$ cat config.mk
export PLATFORM = sky130hd
export DESIGN_NAME = ook_remote_pulse_encoder
export DESIGN_NICKNAME = d
export VERILOG_FILES = /design/src/rtl/core/ope_pkg.sv /design/src/rtl/core/ook_remote_pulse_encoder.sv /design/src/rtl/core/ope_cfg_regs.sv /design/src/rtl/core/ope_seq.sv /design/src/rtl/core/ope_out_skid.sv
export SDC_FILE = /design/constraint.sdc
export NUM_CORES = 1
export LEC_CHECK = 0
export BUFFER_PORTS_ARGS = -buffer_cell sky130_fd_sc_hd__buf_2
export CORE_MARGIN = 3
export CORE_UTILIZATION = 45
export DETAILED_ROUTE_END_ITERATION = 6
export GPL_TIMING_DRIVEN = 0
export MAX_ROUTING_LAYER = met4
export PLACE_DENSITY_LB_ADDON = 0.3
export SLEW_MARGIN = 30
export SYNTH_ARGS = -nofsm -noshare
export SYNTH_HDL_FRONTEND = slang
export SYNTH_SLANG_ARGS = --single-unit
$ cat constraint.sdc
create_clock -name i_clk -period 25 [get_ports i_clk]
set_clock_uncertainty 0.05 [all_clocks]
set_input_delay 5 -clock i_clk [delete_from_list [all_inputs] [get_ports i_clk]]
set_output_delay 5 -clock i_clk [all_outputs]
set_load 0.05 [all_outputs]
$ cat src/rtl/core/ope_pkg.sv
package ope_pkg;

    localparam int CODE_BITS = 25;
    localparam int BIT_IDX_W = (CODE_BITS > 1) ? $clog2(CODE_BITS) : 1;

    localparam int CFG_IDX_W  = 3;
    localparam int CFG_DATA_W = 20;

    localparam logic [CFG_IDX_W-1:0] CFG_BIT_PERIOD  = 3'd0;
    localparam logic [CFG_IDX_W-1:0] CFG_SHORT_GAP   = 3'd1;
    localparam logic [CFG_IDX_W-1:0] CFG_LONG_GAP    = 3'd2;
    localparam logic [CFG_IDX_W-1:0] CFG_FRAME_GAP   = 3'd3;
    localparam logic [CFG_IDX_W-1:0] CFG_FRAMES      = 3'd4;
    localparam logic [CFG_IDX_W-1:0] CFG_BURSTS      = 3'd5;
    localparam logic [CFG_IDX_W-1:0] CFG_BURST_GAP   = 3'd6;

    localparam logic [11:0] RST_BIT_PERIOD = 12'd720;
    localparam logic [11:0] RST_SHORT_GAP  = 12'd125;
    localparam logic [11:0] RST_LONG_GAP   = 12'd471;
    localparam logic [15:0] RST_FRAME_GAP  = 16'd5364;
    localparam logic [3:0]  RST_FRAMES     = 4'd10;
    localparam logic [2:0]  RST_BURSTS     = 3'd3;
    localparam logic [19:0] RST_BURST_GAP  = 20'd500000;

    localparam logic FUNC_TICK  = 1'b0;
    localparam logic FUNC_START = 1'b1;

    typedef struct packed {
        logic                 func;
        logic [CODE_BITS-1:0] command;
    } t_in_item;

    typedef struct packed {
        logic line;
        logic busy_res;
        logic done_res;
    } t_out_item;

    typedef struct packed {
        logic [11:0] bit_period;
        logic [11:0] short_gap;
        logic [11:0] long_gap;
        logic [15:0] frame_gap;
        logic [3:0]  frames_per_burst;
        logic [2:0]  burst_count;
        logic [19:0] burst_gap;
    } t_cfg;

    typedef enum logic [4:0] {
        PH_IDLE = 5'b00001,
        PH_HIGH = 5'b00010,
        PH_LOW  = 5'b00100,
        PH_FGAP = 5'b01000,
        PH_BGAP = 5'b10000
    } t_phase;

    typedef struct packed {
        t_phase               phase;
        logic [19:0]          time_left;
        logic [BIT_IDX_W-1:0] bit_idx;
        logic [3:0]           frame_idx;
        logic [2:0]           burst_idx;
        logic [CODE_BITS-1:0] code;
    } t_seq_state;

    typedef struct packed {
        logic busy;
        logic settling;
    } t_seq_status;

    function automatic logic [11:0] gap_of(logic [CODE_BITS-1:0] code,
                                           logic [BIT_IDX_W-1:0] idx, t_cfg c);
        logic [BIT_IDX_W-1:0] pos;
        pos = BIT_IDX_W'(CODE_BITS - 1) - idx;
        return code[pos] ? c.short_gap : c.long_gap;
    endfunction

    function automatic logic [19:0] high_time(logic [11:0] bp, logic [11:0] g);
        return (bp > g) ? 20'(bp - g) : 20'd0;
    endfunction

endpackage

$ cat src/rtl/core/ook_remote_pulse_encoder.sv
// Pulse-width encoder for an on-off keyed remote plug transmitter.
// Input channel (i_in_valid/o_in_ready/i_in_item): each item is either a
// one microsecond tick (func 0) or a start (func 1) carrying the 25-bit
// command. A start while a sequence runs is ignored but still answered.
// Output channel (o_out_valid/i_out_ready/o_out_item): exactly one item per
// input item, in order: line level, busy flag and done flag.
// Configuration: i_cfg_wr_en writes i_cfg_wdata into register i_cfg_idx;
// write only while idle. Unknown indexes are dropped.
// An accepted item passes the input register, then the skid output
// register. Throughput: one item per cycle while the output is not stalled.
// An item that crosses several zero-length phases in a row holds the input
// register until the last of them is resolved, since the sequencer resolves
// one phase per cycle; with nonzero gaps shorter than the bit period and
// nonzero frame and burst gaps this never happens.
// Reset (i_rst_n low, synchronous): idle, all registers at default timing.
// Output stall: a skid register takes one more item, then o_in_ready drops.
module ook_remote_pulse_encoder (
    input  logic                            i_clk,
    input  logic                            i_rst_n,
    input  logic                            i_cfg_wr_en,
    input  logic [ope_pkg::CFG_IDX_W-1:0]   i_cfg_idx,
    input  logic [ope_pkg::CFG_DATA_W-1:0]  i_cfg_wdata,
    input  logic                            i_in_valid,
    output logic                            o_in_ready,
    input  ope_pkg::t_in_item               i_in_item,
    output logic                            o_out_valid,
    input  logic                            i_out_ready,
    output ope_pkg::t_out_item              o_out_item
);

    ope_pkg::t_cfg        cfg;
    ope_pkg::t_out_item   res;
    ope_pkg::t_seq_status status;
    logic                 res_valid;
    logic                 res_ready;

    ope_cfg_regs u_cfg (
        .i_clk       (i_clk),
        .i_rst_n     (i_rst_n),
        .i_cfg_wr_en (i_cfg_wr_en),
        .i_cfg_idx   (i_cfg_idx),
        .i_cfg_wdata (i_cfg_wdata),
        .o_cfg       (cfg)
    );

    ope_seq u_seq (
        .i_clk       (i_clk),
        .i_rst_n     (i_rst_n),
        .i_cfg       (cfg),
        .i_in_valid  (i_in_valid),
        .o_in_ready  (o_in_ready),
        .i_in_item   (i_in_item),
        .o_res_valid (res_valid),
        .i_res_ready (res_ready),
        .o_res       (res),
        .o_status    (status)
    );

    ope_out_skid u_skid (
        .i_clk       (i_clk),
        .i_rst_n     (i_rst_n),
        .i_in_valid  (res_valid),
        .o_in_ready  (res_ready),
        .i_in_item   (res),
        .o_out_valid (o_out_valid),
        .i_out_ready (i_out_ready),
        .o_out_item  (o_out_item)
    );

    a_line_busy: assert property (@(posedge i_clk) disable iff (!i_rst_n)
        o_out_valid && o_out_item.line |-> o_out_item.busy_res)
        else $error("line high without busy");

    a_done_busy: assert property (@(posedge i_clk) disable iff (!i_rst_n)
        o_out_valid && o_out_item.done_res |-> o_out_item.busy_res)
        else $error("done without busy");

    a_done_idle: assert property (@(posedge i_clk) disable iff (!i_rst_n)
        res_valid && res_ready && res.done_res |=> !status.busy)
        else $error("sequencer still busy after done");

    a_settle_busy: assert property (@(posedge i_clk) disable iff (!i_rst_n)
        status.settling |-> status.busy)
        else $error("phase skip outside a running sequence");

endmodule

$ cat src/rtl/core/ope_cfg_regs.sv
module ope_cfg_regs (
    input  logic                            i_clk,
    input  logic                            i_rst_n,
    input  logic                            i_cfg_wr_en,
    input  logic [ope_pkg::CFG_IDX_W-1:0]   i_cfg_idx,
    input  logic [ope_pkg::CFG_DATA_W-1:0]  i_cfg_wdata,
    output ope_pkg::t_cfg                   o_cfg
);

    ope_pkg::t_cfg r_cfg;

    always_ff @(posedge i_clk) begin
        if (!i_rst_n) begin
            r_cfg.bit_period       <= ope_pkg::RST_BIT_PERIOD;
            r_cfg.short_gap        <= ope_pkg::RST_SHORT_GAP;
            r_cfg.long_gap         <= ope_pkg::RST_LONG_GAP;
            r_cfg.frame_gap        <= ope_pkg::RST_FRAME_GAP;
            r_cfg.frames_per_burst <= ope_pkg::RST_FRAMES;
            r_cfg.burst_count      <= ope_pkg::RST_BURSTS;
            r_cfg.burst_gap        <= ope_pkg::RST_BURST_GAP;
        end else if (i_cfg_wr_en) begin
            case (i_cfg_idx)
                ope_pkg::CFG_BIT_PERIOD: r_cfg.bit_period       <= i_cfg_wdata[11:0];
                ope_pkg::CFG_SHORT_GAP:  r_cfg.short_gap        <= i_cfg_wdata[11:0];
                ope_pkg::CFG_LONG_GAP:   r_cfg.long_gap         <= i_cfg_wdata[11:0];
                ope_pkg::CFG_FRAME_GAP:  r_cfg.frame_gap        <= i_cfg_wdata[15:0];
                ope_pkg::CFG_FRAMES:     r_cfg.frames_per_burst <= i_cfg_wdata[3:0];
                ope_pkg::CFG_BURSTS:     r_cfg.burst_count      <= i_cfg_wdata[2:0];
                ope_pkg::CFG_BURST_GAP:  r_cfg.burst_gap        <= i_cfg_wdata[19:0];
                default: ;
            endcase
        end
    end

    assign o_cfg = r_cfg;

endmodule

$ cat src/rtl/core/ope_seq.sv
module ope_seq (
    input  logic                  i_clk,
    input  logic                  i_rst_n,
    input  ope_pkg::t_cfg         i_cfg,
    input  logic                  i_in_valid,
    output logic                  o_in_ready,
    input  ope_pkg::t_in_item     i_in_item,
    output logic                  o_res_valid,
    input  logic                  i_res_ready,
    output ope_pkg::t_out_item    o_res,
    output ope_pkg::t_seq_status  o_status
);

    ope_pkg::t_in_item   r_in;
    logic                r_in_valid;
    ope_pkg::t_seq_state r_st;
    ope_pkg::t_seq_state n_st;
    ope_pkg::t_seq_state w_st;
    logic                r_settling;
    logic                r_hold_line;

    logic finish;
    logic fire;
    logic advance;
    logic is_start;
    logic line_out;
    logic busy_out;
    logic done_out;

    function automatic logic final_bgap(ope_pkg::t_seq_state s, ope_pkg::t_cfg c);
        logic [3:0] bursts;
        bursts = (c.burst_count == 3'd0) ? 4'd1 : {1'b0, c.burst_count};
        return (s.phase == ope_pkg::PH_BGAP) && (({1'b0, s.burst_idx} + 4'd1) >= bursts);
    endfunction

    function automatic ope_pkg::t_seq_state next_phase(ope_pkg::t_seq_state s,
                                                       ope_pkg::t_cfg c);
        ope_pkg::t_seq_state   t;
        logic [4:0]            frames;
        logic [ope_pkg::BIT_IDX_W-1:0] zero_idx;
        t        = s;
        zero_idx = '0;
        frames   = (c.frames_per_burst == 4'd0) ? 5'd1 : {1'b0, c.frames_per_burst};
        case (s.phase)
            ope_pkg::PH_HIGH: begin
                t.phase     = ope_pkg::PH_LOW;
                t.time_left = 20'(ope_pkg::gap_of(s.code, s.bit_idx, c));
            end
            ope_pkg::PH_LOW: begin
                if (s.bit_idx == ope_pkg::BIT_IDX_W'(ope_pkg::CODE_BITS - 1)) begin
                    t.phase     = ope_pkg::PH_FGAP;
                    t.time_left = 20'(c.frame_gap);
                end else begin
                    t.bit_idx   = s.bit_idx + 1'b1;
                    t.phase     = ope_pkg::PH_HIGH;
                    t.time_left = ope_pkg::high_time(c.bit_period,
                                      ope_pkg::gap_of(s.code, t.bit_idx, c));
                end
            end
            ope_pkg::PH_FGAP: begin
                if (({1'b0, s.frame_idx} + 5'd1) < frames) begin
                    t.frame_idx = s.frame_idx + 4'd1;
                    t.bit_idx   = zero_idx;
                    t.phase     = ope_pkg::PH_HIGH;
                    t.time_left = ope_pkg::high_time(c.bit_period,
                                      ope_pkg::gap_of(s.code, zero_idx, c));
                end else begin
                    t.frame_idx = s.frame_idx + 4'd1;
                    t.phase     = ope_pkg::PH_BGAP;
                    t.time_left = c.burst_gap;
                end
            end
            ope_pkg::PH_BGAP: begin
                t.burst_idx = s.burst_idx + 3'd1;
                t.frame_idx = 4'd0;
                t.bit_idx   = zero_idx;
                t.phase     = ope_pkg::PH_HIGH;
                t.time_left = ope_pkg::high_time(c.bit_period,
                                  ope_pkg::gap_of(s.code, zero_idx, c));
            end
            default: begin
                t.phase     = ope_pkg::PH_IDLE;
                t.time_left = 20'd0;
            end
        endcase
        return t;
    endfunction

    always_comb begin
        is_start = (r_in.func == ope_pkg::FUNC_START);
        w_st     = r_st;
        if (!r_settling) begin
            if (is_start) begin
                if (r_st.phase == ope_pkg::PH_IDLE) begin
                    w_st.code      = r_in.command;
                    w_st.bit_idx   = '0;
                    w_st.frame_idx = 4'd0;
                    w_st.burst_idx = 3'd0;
                    w_st.phase     = ope_pkg::PH_HIGH;
                    w_st.time_left = ope_pkg::high_time(i_cfg.bit_period,
                                         ope_pkg::gap_of(r_in.command, '0, i_cfg));
                end
            end else if (r_st.phase != ope_pkg::PH_IDLE && r_st.time_left != 20'd0) begin
                w_st.time_left = r_st.time_left - 20'd1;
            end
        end

        // one zero-length phase resolved per cycle while an item is in the input register
        n_st     = w_st;
        finish   = 1'b1;
        done_out = 1'b0;
        if (w_st.phase != ope_pkg::PH_IDLE && w_st.time_left == 20'd0) begin
            if (final_bgap(w_st, i_cfg)) begin
                if (!is_start) begin
                    n_st.phase     = ope_pkg::PH_IDLE;
                    n_st.bit_idx   = '0;
                    n_st.frame_idx = 4'd0;
                    n_st.burst_idx = 3'd0;
                    done_out       = 1'b1;
                end
            end else begin
                n_st   = next_phase(w_st, i_cfg);
                finish = (n_st.time_left != 20'd0) || (n_st.phase == ope_pkg::PH_IDLE);
            end
        end

        if (is_start) begin
            line_out = (n_st.phase == ope_pkg::PH_HIGH);
            busy_out = 1'b1;
        end else if (r_settling) begin
            line_out = r_hold_line;
            busy_out = 1'b1;
        end else begin
            line_out = (r_st.phase == ope_pkg::PH_HIGH);
            busy_out = (r_st.phase != ope_pkg::PH_IDLE);
        end
    end

    assign fire        = r_in_valid && finish && i_res_ready;
    assign advance     = r_in_valid && (!finish || i_res_ready);
    assign o_in_ready  = !r_in_valid || fire;
    assign o_res_valid = r_in_valid && finish;
    assign o_res       = '{line: line_out, busy_res: busy_out, done_res: done_out};
    assign o_status    = '{busy: (r_st.phase != ope_pkg::PH_IDLE), settling: r_settling};

    always_ff @(posedge i_clk) begin
        if (!i_rst_n) begin
            r_in_valid     <= 1'b0;
            r_settling     <= 1'b0;
            r_st.phase     <= ope_pkg::PH_IDLE;
            r_st.time_left <= 20'd0;
            r_st.bit_idx   <= '0;
            r_st.frame_idx <= 4'd0;
            r_st.burst_idx <= 3'd0;
            r_st.code      <= '0;
        end else begin
            if (o_in_ready) begin
                r_in_valid <= i_in_valid;
            end
            if (advance) begin
                r_st       <= n_st;
                r_settling <= !finish;
            end
        end
    end

    always_ff @(posedge i_clk) begin
        if (i_in_valid && o_in_ready) begin
            r_in <= i_in_item;
        end
        if (advance && !finish) begin
            r_hold_line <= line_out;
        end
    end

endmodule

$ cat src/rtl/core/ope_out_skid.sv
module ope_out_skid (
    input  logic               i_clk,
    input  logic               i_rst_n,
    input  logic               i_in_valid,
    output logic               o_in_ready,
    input  ope_pkg::t_out_item i_in_item,
    output logic               o_out_valid,
    input  logic               i_out_ready,
    output ope_pkg::t_out_item o_out_item
);

    logic               r_out_valid;
    logic               r_skid_valid;
    ope_pkg::t_out_item r_out;
    ope_pkg::t_out_item r_skid;

    assign o_in_ready  = !r_skid_valid;
    assign o_out_valid = r_out_valid;
    assign o_out_item  = r_out;

    always_ff @(posedge i_clk) begin
        if (!i_rst_n) begin
            r_out_valid  <= 1'b0;
            r_skid_valid <= 1'b0;
        end else if (r_out_valid && !i_out_ready) begin
            if (i_in_valid && !r_skid_valid) begin
                r_skid_valid <= 1'b1;
            end
        end else if (r_skid_valid) begin
            r_out_valid  <= 1'b1;
            r_skid_valid <= 1'b0;
        end else begin
            r_out_valid <= i_in_valid;
        end
    end

    always_ff @(posedge i_clk) begin
        if (r_out_valid && !i_out_ready) begin
            if (i_in_valid && !r_skid_valid) begin
                r_skid <= i_in_item;
            end
        end else if (r_skid_valid) begin
            r_out <= r_skid;
        end else if (i_in_valid) begin
            r_out <= i_in_item;
        end
    end

endmodule
# Word-level counts from Yosys, hierarchy flattened

Cells that the tools add are included.

Logic and storage cells: 142
Register bits after elaboration: 178

Equality and inequality tests: 17
Order comparisons: 7
Add/sub/neg operators: 11
Mux-type cells: 47
Reduce and logical (&&, ||, !) cells: 33
Bitwise operators: 1

Operators by type and width:

| operator              | number |
|---|---|
| $mux 62               | 3 |
| $mux 20               | 6 |
| $pmux 25 s4           | 1 |
| $mux 25               | 3 |
| $mux 12               | 6 |
| $reduce_bool 20->1    | 2 |
| $sub 12x12->13        | 3 |
| $mux 37               | 1 |
| $gt 12x12->1          | 3 |
| $mux 5                | 5 |
| $mux 24               | 1 |
| $logic_not 20->1      | 1 |
| $reduce_and 2->1      | 10 |
| $sub 20x1->20 const B | 1 |
| $eq 5x2->1 const B    | 3 |
| $pmux 5 s3            | 1 |
| $lt 5x6->1 const B    | 2 |
| $mux 1                | 12 |
| $mux 3                | 4 |
| $bmux 1 s5            | 2 |
| $eq 5x1->1 const B    | 2 |
| $eq 5x5->1 const B    | 2 |
| $ne 5x1->1 const B    | 2 |
| $sub 5x5->5 const A   | 2 |
| 21 further kinds      | 38 |

# Logic depth before layout (Yosys ltp)

Gate-level depths: netlist of the first run.

Depth in word-level cells: 25
Mapped depth: 34
Gate-level depth less buffers: 27

# Cells and area by module

From an unflattened synthesis of the first run, not the netlist that was laid out.

Cell total of the unflattened synthesis: 1555
Area, all modules: 12986.2 um^2

Modules (own cells, without submodules):

| module       | area an instance (um^2) | times used | cells an instance |
|---|---|---|---|
| ope_seq      | 9505.4                  | 1          | 1230 |
| ope_cfg_regs | 3145.5                  | 1          | 306 |
| ope_out_skid | 335.3                   | 1          | 19 |

# Worst setup path before layout of the first run

OpenSTA, ideal clock, no wires.

Kind: register to output
Start point: register u_seq.r_in (netlist bit u_seq.is_start)
End point: output port o_in_ready
Data required time: 19950 ps
Setup slack: 12145 ps
Cell stages (with the launch flop): 30
Path buffers: 8
Data arrival time: 7805 ps
Cell sequence: edfxtp_1 > and4bb_2 > nand2_1 > clkbuf_1 > clkbuf_1 > clkbuf_1 > and2_1 > ha_1 > buf_2 > clkbuf_1 > mux4_2 > and3b_1 > o21ai_0 > o31ai_1 > a21oi_1 > clkbuf_1 > mux2i_1 > ha_1 > clkbuf_1 > nand3_1 > or4_1 > nand3_1 > a31oi_1 > clkbuf_1 > a222oi_1 > o21ai_0 > a221oi_1 > or4bb_1 > or4_1 > a21o_1

Cells in the longest elaborated chain, start to end: 20

RTL lines:

| what                                           | RTL line                       | text |
|---|---|---|
| start: declaration                             | ope_seq.sv:14                  | `ope_pkg::t_in_item r_in;` |
| start signal: assignment                       | ope_seq.sv:169                 | `r_in <= i_in_item;` |
| $mux 37                                        | ope_seq.sv:93                  | `if (is_start) begin` |
| $mux 62 (*)                                    | ope_seq.sv:92                  | `if (!r_settling) begin` |
| $add 5x1->5                                    | ope_seq.sv:54                  | `t.bit_idx = s.bit_idx + 1'b1;` |
| $sub 5x5->5                                    | ope_pkg.sv:74                  | `pos = BIT_IDX_W'(CODE_BITS - 1) - idx;` |
| $bmux 1 s5                                     | ope_pkg.sv:75                  | `return code[pos] ? c.short_gap : c.long_gap;` |
| $mux 1 (implied by the code)                   | ope_pkg.sv:75                  |  |
| $mux 12                                        | ope_pkg.sv:75                  |  |
| $sub 12x12->13 or $gt 12x12->1 (tied branches) | ope_pkg.sv:79                  | `return (bp > g) ? 20'(bp - g) : 20'd0;` |
| (+3 left out)                                  | -                              |  |
| $mux 25                                        | ope_seq.sv:113                 | `if (final_bgap(w_st, i_cfg)) begin` |
| $mux 25                                        | ope_seq.sv:112                 | `if (w_st.phase != ope_pkg::PH_IDLE && w_st.time_left == 20'd0) begin` |
| $reduce_bool 20->1                             | ope_seq.sv:123                 | `finish = (n_st.time_left != 20'd0) \|\| (n_st.phase == ope_pkg::PH_IDLE);` |
| $logic_or 1x1->1                               | ope_seq.sv:123                 |  |
| $mux 1                                         | ope_seq.sv:113                 |  |
| $mux 1 (*)                                     | ope_seq.sv:112                 |  |
| $logic_and 1x1->1 (*) (2 in a row)             | ope_seq.sv:139                 | `assign fire = r_in_valid && finish && i_res_ready;` |
| $logic_or 1x1->1 (*)                           | ope_seq.sv:141                 | `assign o_in_ready = !r_in_valid \|\| fire;` |
| end: declaration                               | ook_remote_pulse_encoder.sv:24 | `output logic o_in_ready,` |

Every way passes the cells marked *; elsewhere a longest branch is shown, timed or not. The select of a mux whose other input is x is not followed.

# Worst setup path in the final report of the first run

Same ends and word-level chain as after synthesis.

==> run metrics, run 1 <==
prevailing post-synth register cell=dfxtp_1; uppermost layer routed=met4; worst hold path class=reg -> reg; Max Clock Freq=0.0609 GHz; Post-synth EDFFs=33; Final Hold Vio Count=0; DR pass1 iterations=6; metal2 WL=18.4 mm; DR WL/cell=21.7 µm; num ports=59; flops & latches, synth=178; largest net degree at the start of global routing=27; routed vias=12.1k; Max Slew Vio Count=0; Synth top cells by count=nand2_1, dfxtp_1, a21oi_1; die area=28800 µm²; antenna violation net count after detailed routing=0; CP startpoint kind=register; Mean Syn Cell Area=8.06 µm²; Peak VDD IR=0.0431 mV; H-tree Lvls=4; drt initial violations=1686; layout cell share with drive strength beyond 1=0.0863; most frequent CP cell=clkbuf_1; Final HPWL DP=32.3 mm; final setup violation count=0; status=finished, final reports clean; n_diodes=0; Via-to-Cell Ratio=6.28; sequential share of the synthesized area=0.323; Die Ht=170 µm; NumNets Final=1679; most common cell in the netlist=nand2_1; worst relative slew slack=0.348; M1 WL=18.8 mm; unrepaired setup endpoints after global routing=no; Yosys cell types=94; GPL Wtd Cong=0.988; synth top area cells=dfxtp_1, nand2_1, edfxtp_1, mux2i_1, ha_1; Power Density=56.0 nW/µm²; post-CTS resize count=0; area delta synth->final=11.0%; core area=26200 µm²; leak pwr=5.27 nW; global-route wire length before repair=64.2 mm; Final Cycle Share=0.657; Worst Max-Slew Pin Slew=976 ps; Overflow after GRT=0; DRC viols=0; critical path class=reg -> out; setup bufs post-CTS=0; Critical Path RT=19950 ps; cts hold-fix bufs=0; setup TNS=0 ps; Crit-path slowest cell=a222oi_1; Async S/R FF share, synth=0; CTS tree=yes; CTS Sinks=178; DR WL met3=3.44 mm; Synth area leader=dfxtp_1; number of global-route vias before repair=11.2k; CP Data Arrival Time=11370 ps; CTS Buf Count=17; port bufs=57; cell area after synthesis=12100 µm²; drt total wl=41.7 mm; Initial Utilization=0.461; initial antenna violation count=0; Die X=170 µm; Pwr Total=0.750 mW; CTS Root Cell=clkbuf_16; Crit. End Element=primary output; # rows=59; minimum clock period after layout=16420 ps; Clock Pin Slew Worst Setup and Hold Paths=80 ps; Synthesized Nets=1603; clk buf depth=2; largest stage delay on the critical path=680 ps; cell count after synthesis=1498; share of the synthesized area in the top cell type=0.240; worst skew pair latency=460 ps; GRT Resource Usage Total=0.293; Yosys warning total=0; max cap viols=0; Crit Path Max Fanout=10
[sequential cells by signal, summed over array words and instances (netlist names)]
| signal | flops |
|---|---|
| u_skid.o_out_valid | 1 |
| u_seq.r_in | 25 |
| u_seq.r_settling | 1 |
| u_seq.r_st | 62 |
| u_seq.r_hold_line | 1 |
| u_seq.is_start | 1 |
| u_seq.r_in_valid | 1 |
| u_skid.o_out_item | 3 |
| u_cfg.o_cfg | 79 |
| u_skid.r_skid_valid | 1 |
| u_skid.r_skid | 3 |
[where the power goes]
group          total (mW)  switching, mW  internal (mW)
Sequential          0.313         0.0108          0.303
Combinational       0.150         0.0957         0.0542
Clock               0.287          0.142          0.145
[final cells by class]
cell class | count | area, µm²
sequential | 178 | 3890
inverter | 52 | 195
tap | 335 | 419
timing repair buffer | 57 | 285
clock buffer | 17 | 425
multi-input combinational | 1190 | 7670
fill | 2551 | 12800
buffer | 78 | 318
clock inverter | 15 | 191
[layer usage]
layer  vias to the layer above  GRT usage
met3                        76     0.0310
met5                         -          -
li1                       5687          -
met2                       604      0.441
met1                      5712      0.415
met4                         0     0.0907
[worst max-delay path: cells and delay by family, from the launching register on]
family / cells / cell delay [ps]
buffers and inverters: 9 / 3790
AOI/OAI and AO/OA: 11 / 2950
muxes: 1 / 220
DFF: 1 / 530
and+or+nand+nor: 8 / 2900
adders and majority gates: 2 / 510
[final timing paths]
check | startpoint | end | slack (ps) | cells after the start
worst min register to register | u_cfg.o_cfg[11] | u_cfg.o_cfg[11] | 410 | 2
worst max-delay path | u_seq.is_start | o_in_ready | 8580 | 31
worst min-delay path | u_cfg.o_cfg[11] | u_cfg.o_cfg[11] | 410 | 2
worst max register to register | u_seq.is_start | u_seq.r_in[4] | 13520 | 31
[cell usage in the layout (no fill, tap or decap), types with 11 or more instances in the layout]
cell,instances
edfxtp_1,33
o21ai_0,59
nor3_1,33
nor2_1,88
or4_1,14
buf_2,65
o21a_1,15
o211ai_1,21
xnor2_1,18
nand3_1,65
a21o_1,13
inv_1,50
nand2_1,283
nor2b_1,17
nand4_1,19
mux2i_1,87
o22ai_1,11
a31oi_1,16
clkbuf_16,17
nand2b_1,19
and2_1,13
dfxtp_1,145
a211oi_1,40
a21oi_1,101
clkbuf_1,64
ha_1,48
[logic make-up (layout without fill, tap and decap cells)]
logic type | count (synthesis) | count (layout) | share of synthesized area
muxes | 106 | 106 | 0.0973
DFF | 178 | 178 | 0.323
xor gates and xnor gates | 27 | 27 | 0.0196
AOI/OAI and AO/OA | 392 | 392 | 0.222
and+or+nand+nor | 614 | 614 | 0.241
adders and majority gates | 51 | 51 | 0.0547
buffers and inverters | 130 | 219 | 0.0425
[stage by stage]
| stage | instances | hold slack (ps) | worst slack [ps] | util | area [µm²] |
|---|---|---|---|---|---|
| 2_1_floorplan | 1498 | 384 | 12150 | - | 12100 |
| 3_3_place_gp | 1890 | 392 | 9280 | 0.488 | 12800 |
| 3_5_place_dp | 1890 | 397 | 9240 | 0.488 | 12800 |
| 4_1_cts | 1922 | 408 | 8700 | 0.511 | 13400 |
| 5_1_grt | 1922 | 434 | 8060 | 0.511 | 13400 |
| 6_report | 1922 | 407 | 8580 | 0.511 | 13400 |
Note: power is estimated with default switching activity, not from simulation.
==> inputs of run 2 (changes only) <==
clock period = 13.9 ns   (was 25 ns; I/O delays follow)
==> run 2 against run 1 <==
  * The flow now finishes with violations (design-rule violations)
  * Register-to-register slack got worse by 10000 ps
  * Combinational power increased by 80%
  * Power increased by 80%
  * First-iteration DRC count increased by 8.3%
  * Count of clock-buffer cells in the layout unchanged
  * Sequential cell count unchanged
  * Die area unchanged
  * Worst hold slack improved by 0.52 ps
  * Worst setup slack got worse by 8000 ps
  * Utilization about the same
  * Largest cell class unchanged
==> run metrics, run 2 (synthesized netlist as in run 1, its figures left out) <==
status=finished, violations left; commonest non-fill, non-tap cell in the layout=nand2_1; clock power share=0.381; Final Hold Vio Count=0; leak pwr=5.28 nW; max cap viols=0; die area=28800 µm²; CTS Root Cell=clkbuf_16; final setup violation count=0; Die Ht=170 µm; worst relative slew slack=0.356; commonest cells after routing, fill and taps aside=nand2_1, dfxtp_1, a21oi_1, nor2_1, mux2i_1; drt initial violations=1826; port bufs=57; largest stage delay on the critical path=700 ps; GRT Resource Usage Total=0.293; Peak VDD IR=0.0779 mV; worst hold path class=reg -> reg; Net Switching=0.445 mW; filler cell count=2546; DRC viols=2; CTS Buf Count=17; clk buf depth=2; Pint=0.903 mW; worst skew pair latency=450 ps; CP Data Arrival Time=10510 ps; Max Slew Vio Count=0; Util after Layout=0.512; area of the multi-input gates=7680 µm²; Pwr Total=1.35 mW; most frequent CP cell=clkbuf_1; global-route wire length before repair=64.2 mm; Critical Path RT=11070 ps; GPL Wtd Cong=0.988; CTS Sinks=178; violated checks=design-rule violations; worst reg-to-reg setup slack=3270 ps; Final Cycle Share=0.960; post-CTS resize count=1; DR WL/cell=21.7 µm; max reg flops=79; n_diodes=0; Final HPWL DP=32.3 mm; Worst Max-Slew Pin Slew=964 ps; Clock Pin Slew Worst Setup and Hold Paths=80 ps; register area=3890 µm²; critical path class=reg -> out; routed vias=12.1k; Crit. End Element=primary output; core area=26200 µm²; DR pass1 iterations=7; setup bufs post-CTS=0; drt total wl=41.7 mm; layout cell share with drive strength beyond 1=0.0883; Crit Path Max Fanout=19; CTS tree=yes; largest net degree at the start of global routing=27; combinational share of power=0.200; # rows=59; cts hold-fix bufs=0; sequential fraction of design power=0.418; Via-to-Cell Ratio=6.28; number of global-route vias before repair=11.2k; antenna violation net count after detailed routing=0; Max Clock Freq=0.0749 GHz; CP startpoint kind=register; initial antenna violation count=0; num ports=59; minimum clock period after layout=13340 ps; Overflow after GRT=0; Sw Share=0.330; NumNets Final=1678; Crit-path slowest cell=a222oi_1; area delta synth->final=11.0%; Initial Utilization=0.461; H-tree Lvls=4; Power Density=101 nW/µm²; Die X=170 µm
[run 2: cell count changes in the layout (fill, tap and decap cells not counted)]
cell | previous run | this run
clkbuf_1 | 64 | 61
clkbuf_2 | 0 | 2
a221oi_1 | 8 | 7
a221oi_2 | 0 | 1
[run 2: power by group through the flow]
stage          Clock, mW  Sequential, mW  Combinational, mW
5_1_grt            0.533           0.566              0.294
3_3_place_gp           0           0.574              0.261
3_5_place_dp           0           0.575              0.263
6_report           0.514           0.564              0.270
2_1_floorplan          0           0.570              0.184
4_1_cts            0.514           0.563              0.264
[run 2: final cells by class]
class / count / area share
Clock buffer: 17 / 0.0317
Timing Repair Buffer: 57 / 0.0213
Multi-Input combinational cell: 1190 / 0.573
Buffer: 77 / 0.0236
Sequential cell: 178 / 0.290
Inverter: 52 / 0.0146
Tap cell: 335 / 0.0313
Clock inverter: 15 / 0.0143
[run 2: path summary, 6_finish.rpt]
check / startpoint / endpoint / depth (start not counted)
min: u_cfg.o_cfg[11] / u_cfg.o_cfg[11] / 2
min reg2reg: u_cfg.o_cfg[11] / u_cfg.o_cfg[11] / 2
max: u_seq.r_st[60] / o_in_ready / 31
max reg2reg: u_seq.r_st[60] / u_seq.r_in[23] / 31
[run 2: metal layers]
| layer | vias to the layer above | share of wire | global-route usage |
|---|---|---|---|
| li1 | 5693 | - | - |
| met1 | 5743 | 0.46 | 0.415 |
| met2 | 542 | 0.44 | 0.441 |
| met3 | 85 | 0.075 | 0.0310 |
| met4 | 0 | 0.028 | 0.0907 |
| met5 | - | 0 | - |
[run 2: critical path, delay by kind of cell, from the launching register on]
kind                       cells  cell delay, ps
adders and majority gates      2             630
AOI/OAI and AO/OA             11            2910
DFF                            1             400
buffers and inverters          8            2600
and+or+nand+nor                9            3320
muxes                          1             210
[run 2: per-stage QoR]
step | setup TNS [ps] | hold slack, ps | std cells | worst slack, ps | cell area, µm²
global placement | 0 | 392 | 1890 | 397 | 12800
floorplan | 0 | 384 | 1498 | 3270 | 12100
detailed placement | 0 | 397 | 1890 | 357 | 12800
CTS | 0 | 408 | 1922 | 96.1 | 13400
finish | 0 | 408 | 1921 | 556 | 13400
global route | -1.78 | 434 | 1921 | -1.78 | 13400
